**config.mk**
```make
export PLATFORM = sky130hd
export DESIGN_NAME = tdsi_stack
export DESIGN_NICKNAME = d
export VERILOG_FILES = /design/src/tdsi_pkg.sv /design/src/tdsi_stack.sv
export VERILOG_INCLUDE_DIRS = /design/src /design/src/src
export SDC_FILE = /design/constraint.sdc
export NUM_CORES = 2
export LEC_CHECK = 0
export BUFFER_PORTS_ARGS = -buffer_cell sky130_fd_sc_hd__buf_2
export CAP_MARGIN = 5
export CORE_AREA = 4 4 405 806
export DETAILED_ROUTE_END_ITERATION = 6
export DIE_AREA = 0 0 409 810
export PLACE_DENSITY = 0.74
export SYNTH_ARGS = -nofsm -noshare
export SYNTH_HDL_FRONTEND = slang
export SYNTH_MEMORY_MAX_BITS = 65536
export SYNTH_SLANG_ARGS = --single-unit
```
**constraint.sdc**
```tcl
create_clock -name clk -period 13.6 [get_ports clk]
set_clock_uncertainty 0.15 [all_clocks]
set_input_delay 2.04 -clock clk [delete_from_list [all_inputs] [get_ports clk]]
set_output_delay 2.04 -clock clk [all_outputs]
set_load 0.005 [all_outputs]
```
**src/turtle_3d_segment_interpreter_assert.svh**
```systemverilog
// assertion macros shared by the turtle interpreter modules
// no dependencies; included by modules that carry concurrent checks
`ifndef TURTLE_3D_SEGMENT_INTERPRETER_ASSERT_SVH
`define TURTLE_3D_SEGMENT_INTERPRETER_ASSERT_SVH

// same-cycle implication, disabled during reset
`define TDSI_ASSERT_NOW(label, clk, rst, ante, cons, msg) \
  label: assert property (@(posedge clk) disable iff (rst) (ante) |-> (cons)) \
    else $error(msg);

// next-cycle implication, disabled during reset
`define TDSI_ASSERT_NEXT(label, clk, rst, ante, cons, msg) \
  label: assert property (@(posedge clk) disable iff (rst) (ante) |=> (cons)) \
    else $error(msg);

`endif

```
**src/tdsi_pkg.sv**
```systemverilog
// shared types, symbol codes and constants for the 3d turtle interpreter
// no dependencies
package tdsi_pkg;

  localparam int STACK_DEPTH_DEF = 16;

  localparam int ROT_W      = 18;
  localparam int POS_W      = 32;
  localparam int STEP_W     = 31;
  localparam int SYM_W      = 8;
  localparam int KIND_W     = 2;
  localparam int CFG_IDX_W  = 2;
  localparam int CFG_DATA_W = 32;

  // q1.16 one and zero
  localparam logic [ROT_W-1:0] ONE_Q16  = 18'd65536;
  localparam logic [ROT_W-1:0] ROT_ZERO = 18'd0;

  // turtle command characters
  localparam logic [SYM_W-1:0] SYM_FWD   = 8'h46; // F
  localparam logic [SYM_W-1:0] SYM_PLUS  = 8'h2B; // +
  localparam logic [SYM_W-1:0] SYM_MINUS = 8'h2D; // -
  localparam logic [SYM_W-1:0] SYM_CARET = 8'h5E; // ^
  localparam logic [SYM_W-1:0] SYM_AMP   = 8'h26; // &
  localparam logic [SYM_W-1:0] SYM_LT    = 8'h3C; // <
  localparam logic [SYM_W-1:0] SYM_GT    = 8'h3E; // >
  localparam logic [SYM_W-1:0] SYM_BAR   = 8'h7C; // | (half turn about y)
  localparam logic [SYM_W-1:0] SYM_PUSH  = 8'h5B; // [
  localparam logic [SYM_W-1:0] SYM_POP   = 8'h5D; // ]

  // result kinds
  localparam logic [KIND_W-1:0] KIND_NONE      = 2'd0;
  localparam logic [KIND_W-1:0] KIND_SEGMENT   = 2'd1;
  localparam logic [KIND_W-1:0] KIND_UNDERFLOW = 2'd2;
  localparam logic [KIND_W-1:0] KIND_OVERFLOW  = 2'd3;

  // configuration register indexes
  localparam logic [CFG_IDX_W-1:0] REG_STEP = 2'd0;
  localparam logic [CFG_IDX_W-1:0] REG_COS  = 2'd1;
  localparam logic [CFG_IDX_W-1:0] REG_SIN  = 2'd2;

  // rotation stored by column: entry col*3+row
  typedef struct packed {
    logic [8:0][ROT_W-1:0] rot;
    logic [2:0][POS_W-1:0] pos;
  } frame_t;

  typedef struct packed {
    logic empty;
    logic full;
  } stk_status_t;

  typedef struct packed {
    logic push;
    logic pop;
  } stk_op_t;

  localparam frame_t FRAME_INIT = '{
    rot: {ONE_Q16, {3{ROT_ZERO}}, ONE_Q16, {3{ROT_ZERO}}, ONE_Q16},
    pos: '0
  };

endpackage

```
**src/tdsi_stack.sv**
```systemverilog
// frame stack: memory of saved frames with the top and the entry below kept in registers
// depends on tdsi_pkg and turtle_3d_segment_interpreter_assert.svh
`include "turtle_3d_segment_interpreter_assert.svh"

module tdsi_stack import tdsi_pkg::*; #(
  parameter int STACK_DEPTH = STACK_DEPTH_DEF
) (
  input  logic        clk,
  input  logic        rst,
  input  stk_op_t     op,
  input  frame_t      push_frame,
  output frame_t      top_frame,
  output stk_status_t stat
);

  localparam int LW = $clog2(STACK_DEPTH + 1);
  localparam int AW = (STACK_DEPTH > 1) ? $clog2(STACK_DEPTH) : 1;

  frame_t        mem [STACK_DEPTH];
  logic [LW-1:0] level;
  logic [LW-1:0] level_next;
  logic [LW-1:0] rd_level;
  frame_t        top;
  frame_t        below;

  assign stat.empty = (level == '0);
  assign stat.full  = (level == LW'(STACK_DEPTH));
  assign top_frame  = top;

  // fill level
  always_comb begin
    level_next = level;
    if (op.push) begin
      level_next = level + LW'(1);
    end else if (op.pop) begin
      level_next = level - LW'(1);
    end
  end

  always_ff @(posedge clk) begin
    if (rst) begin
      level <= '0;
    end else begin
      level <= level_next;
    end
  end

  // memory write on push; read of the entry that sits below the next top
  assign rd_level = level_next - LW'(2);

  always_ff @(posedge clk) begin
    if (op.push) begin
      mem[level[AW-1:0]] <= push_frame;
    end
    below <= mem[rd_level[AW-1:0]];
  end

  // top of stack register
  always_ff @(posedge clk) begin
    if (op.push) begin
      top <= push_frame;
    end else if (op.pop) begin
      top <= below;
    end
  end

  `TDSI_ASSERT_NOW(a_push_not_full, clk, rst, op.push, !stat.full, "push into a full stack")
  `TDSI_ASSERT_NOW(a_pop_not_empty, clk, rst, op.pop, !stat.empty, "pop from an empty stack")
  `TDSI_ASSERT_NEXT(a_push_level, clk, rst, op.push, level == $past(level) + LW'(1), "bad level")

endmodule

```
# ---- Word level (Yosys, flattened, before mapping)
# Memories as Yosys holds them, arrays and structs flattened. A register that Yosys moved wholly into a read port is not among the register bits.
# Index checks and enable logic that the tools add are counted.
dict set report word_totals {
  ff_bits 263
  mem_bits_rw 4128
  output_inout_bits 260
  mem_count 1
}
# memory words width read_ports rd_ports_with_merged_regs wr line_no
set memory_table {}
lappend memory_table {mem 16 258 1 1 1 tdsi_stack.sv:19} ;# frame_t mem [STACK_DEPTH];
dict set report classes {
  n_addsub 3
  eq_ne 1
  muxes 6
  n_reduce_logical 2
}
# cell count
set ops {}
lappend ops {{two-way mux 258 bit} 2}
lappend ops {{two-way mux 5 bit} 2}
lappend ops {{adder 5 x 1 -> 5 bit, second input constant} 1}
lappend ops {{equality test 5 bit, second input constant} 1}
lappend ops {{zero test 5 bit} 1}
lappend ops {{subtractor 5 x 1 -> 5 bit, second input constant} 1}
lappend ops {{subtractor 4 x 2 -> 4 bit, second input constant} 1}
lappend ops {{two-way mux 1 bit} 2}
lappend ops {{nonzero test 2 bit} 1}

# ---- Logic depth before layout (Yosys ltp)
dict set report depth {
  ltp_word 4
  depth_mapped 15
}

# ---- Worst setup path after synthesis
# No wires, ideal clock.
dict set report synth_path {
  path_kind {input port to flip-flop}
  from {input op[1] (netlist bit)}
  to {memory mem[10][0] (netlist bit) (enable)}
  setup_ns 0.882
  arrival_ns 13.802
  required_time_ns 12.568
  slack_ns -1.234
  stages 5
  path_buffers 3
  cell_sequence {clkbuf_1 > clkbuf_1 > clkbuf_1 > nand2_1 > nor2_1}
}
dict set report synth_via {
  elab_chain_cells 2
}
# element line_no
set synth_lines {}
lappend synth_lines {{start, declared} tdsi_stack.sv:10} ;# input stk_op_t op,
lappend synth_lines {{two-way mux 1 bit} tdsi_stack.sv:52} ;# if (op.push) begin
lappend synth_lines {{two-way mux 1 bit (not written as such)} tdsi_stack.sv:53} ;# mem[level[AW-1:0]] <= push_frame;
lappend synth_lines {{end, declared} tdsi_stack.sv:19}
# No other way between the ends.

# ---- Worst setup path in the final report
dict set report layout_path {
  from {input op[1] (netlist bit)}
  to {register, netlist name below[17]}
}
dict set report layout_via {
  elab_chain_cells 2
}
# element line_no
set layout_lines {}
lappend layout_lines {{two-way mux 5 bit} tdsi_stack.sv:33} ;# if (op.push) begin
lappend layout_lines {{subtractor 4 x 2 -> 4 bit} tdsi_stack.sv:49} ;# assign rd_level = level_next - LW'(2);
# No other way between the ends.
# A chain may end at the register's enable or synchronous reset.

==> impl_metrics.toml <==
[synthesis]
avgSynthCellArea_sq_um = 20.0
yosys_register_bits = 4649
synth_cell_types = 33
synth_cells = 8915
synth_top_area_share_pct = 73.8
synth_nets = 9183
syn_area_sq_um = 179000
synth_seq_area_share_pct = 76.7
netlist.top_cell.by_area = "edfxtp_1"
synth_area_leaders = "edfxtp_1, mux2i_1, mux4_2, dfxtp_1, mux2_2"
synth_warnings = 0

[cts]
cts-buffers-inserted = 386
hold_buffers = 0
cts.htree.levels = 5
tritoncts = "done"
post_cts_resized = 0
ctsLongestPathBuffers = 4
postCtsSetupRepairBufs = 0
root_buffer = "clkbuf_16"
clock_latency_ns = 0.93
cts_sinks = 4649
clk_pin_slew_worst_paths_ns = 0.06

[worst_setup_path]
crit_required_ns = 14.29
cpMostUsedCell = "buf_12"
crit_path_start_kind = "primary input"
slowest_delay_ns = 0.99
cp_top_family = "buffers and inverters"
crit_type = "in -> reg"
cp_max_fo = 131
regToRegSetupSlack_ns = 7.74
critPathBufInv = 5
arrival_ns = 7.24
cp_slowest_cell = "buf_4"
cp-end-kind = "flop"
path_cells = "buf_8, buf_12, nor2_1, xnor2_4, buf_12, buf_12, buf_4, mux2i_1, mux4_2, mux2i_1"

[route]
drt_iter0_markers = 8365
routedWlPerCell_microns = 28.7
drtAntennaViolNets = 0
drc = 0
finalWirelength_microns = 407000
via_per_inst = 6.02
first_pass_iters = 6
route.vias.total = 85400

[power]
p_total_mw = 33.3
powerDensity_nw_per_um2 = 167
power.leakage_nw = 69.8
ir_worst_vdd_v = 0.000274

[finish]
synthToLayoutAreaGrowth_pct = 11.6
drive_above_1_share_pct = 18.4
fin_area_sq_um = 199000
final_net_count = 9783

[job]
maxCapViolCount = 0

[worst_hold_path]
hold_class = "reg -> reg"

[timing]
fin_crit_ns = 6.55
setup_viol = 0
fmax_ghz = 0.153
maxSlewViolCount = 0
max_slew_margin_pct = 12.5
hold_viol = 0
grt_setup_unrepaired = "false"
worstMarginPinSlew_ns = 1.31
finalCritPeriodShare_pct = 48.2
finalSetupTns_ns = 0
fin_hold_ws_ns = 0.382

[global_routing]
track_usage_pct = 24.1
grt_pass1_wl_microns = 591000
grt_overflow = 0
antenna_found_initial = 109
grt_max_degree = 145
grt_pass1_vias = 88900

[placement]
io_buffer_count = 521
place.gp.congestion = 0.746
dp_hpwl_microns = 203000
place_area_sq_um = 186000

[floorplanning]
ios = 522
die_w_microns = 409
design.core.area_sq_um = 320000
die-area_sq_um = 331000
die_h_microns = 810
initial_core_util_pct = 55.7
row_count = 294

[run_status]
status = "complete, no violations"
==> per-stage QoR <==
| stage | utilization (%) | cells | worst slack [ns] |
|---|---|---|---|
| finish | 62.2 | 14200 | 7.05 |
| detailed placement | 58.1 | 13400 | 6.07 |
| global route | 62.2 | 14100 | 6.86 |
| floorplan | - | 8915 | -1.23 |
| global placement | 58.1 | 13400 | 6.16 |
| CTS | 62.2 | 14100 | 7.08 |
==> logic make-up (layout without fill, tap and decap cells) <==
group                    count (synthesis)  count (layout)  synth area share [%]
buffers and inverters                  451            1375                  1.18
other                                    0              48                     0
XOR/XNOR                                 6               6                0.0336
flip-flops                            4649            4649                  76.7
AO/OA/AOI/OAI                           75              75                 0.289
adder cells (fa/ha/maj)                  6               6                0.0421
multiplexers                          3360            3360                  20.8
AND/OR/NAND/NOR                        368             368                 0.895
==> synthesized netlist by cell type (all sizes together) <==
master and count:
inv 4, mux4 258, o21ai 36, o31a 1, nand2 223, nor2 25
nand4 36, xor2 1, and4 1, clkbuf 150, ha 6, nand3 72
a32oi 36, xnor2 5, or2 1, a21oi 1, dfxtp 263, edfxtp 4386
nor2b 4, nand2b 3, clkinv 1, buf 296, nor3b 1, mux2 258
nor3 1, o22ai 1, mux2i 2844, nor4bb 1
==> state kept, by name, indices dropped and copies added (netlist names) <==
register	count
below	258
level	5
mem	4128
top_frame	258
==> final timing paths <==
path,endpoint,from,cells after the start
setup / recovery,below[17],op[1],10
hold / removal,top_frame[207],below[207],1
hold reg to reg,top_frame[207],below[207],1
setup reg to reg,below[94],level[0],10
==> final cells by class <==
class | count | area (sq um)
Antenna cell | 48 | 120
Clock buffer | 512 | 10800
Clock inverter | 200 | 2220
Fill cell | 21800 | 121000
Inverter | 5 | 27.5
Multi-Input combinational cell | 3815 | 39600
Sequential cell | 4649 | 137000
Tap cell | 4292 | 5370
Timing Repair Buffer | 658 | 4160
==> worst register-to-register path: stages (launching register included) <==
cell and delay, ns:
dfxtp_1 0.50, inv_2 0.16, ha_1 0.33, nor2b_1 0.14
o31a_2 0.29, buf_4 0.82, buf_4 0.89, buf_4 0.77
buf_12 0.72, mux4_2 0.81, mux2i_1 0.19
==> report_power, final <==
group	internal (mW)	switching, mW
sequential	16.6	0.319
clock	6.38	4.98
combinational	2.16	2.83
==> layer usage <==
layer | track usage [%] | vias to the layer above | wire length [microns]
li1 | - | 36800 | -
met1 | 30.8 | 44900 | 157000
met2 | 42.7 | 2855 | 211000
met3 | 4.43 | 751 | 28000
met4 | 6.46 | 82 | 10300
met5 | 0 | - | 563
==> placed cells by master (no fill, tap or decap), drive strengths merged <==
cell type / count
dfxtp: 263
clkinv: 123
o21ai: 36
clkbuf: 512
nor4bb: 1
nand4: 36
nand2b: 3
xor2: 1
nor2b: 4
ha: 6
buf: 658
clkinvlp: 24
o22ai: 1
bufinv: 41
a21oi: 1
mux2: 258
nor2: 25
inv: 17
nand3: 72
mux2i: 2844
edfxtp: 4386
or2: 1
mux4: 258
nor3: 1
xnor2: 5
nor3b: 1
nand2: 223
o31a: 1
diode: 48
a32oi: 36
and4: 1
(Power assumes the default switching activity.)
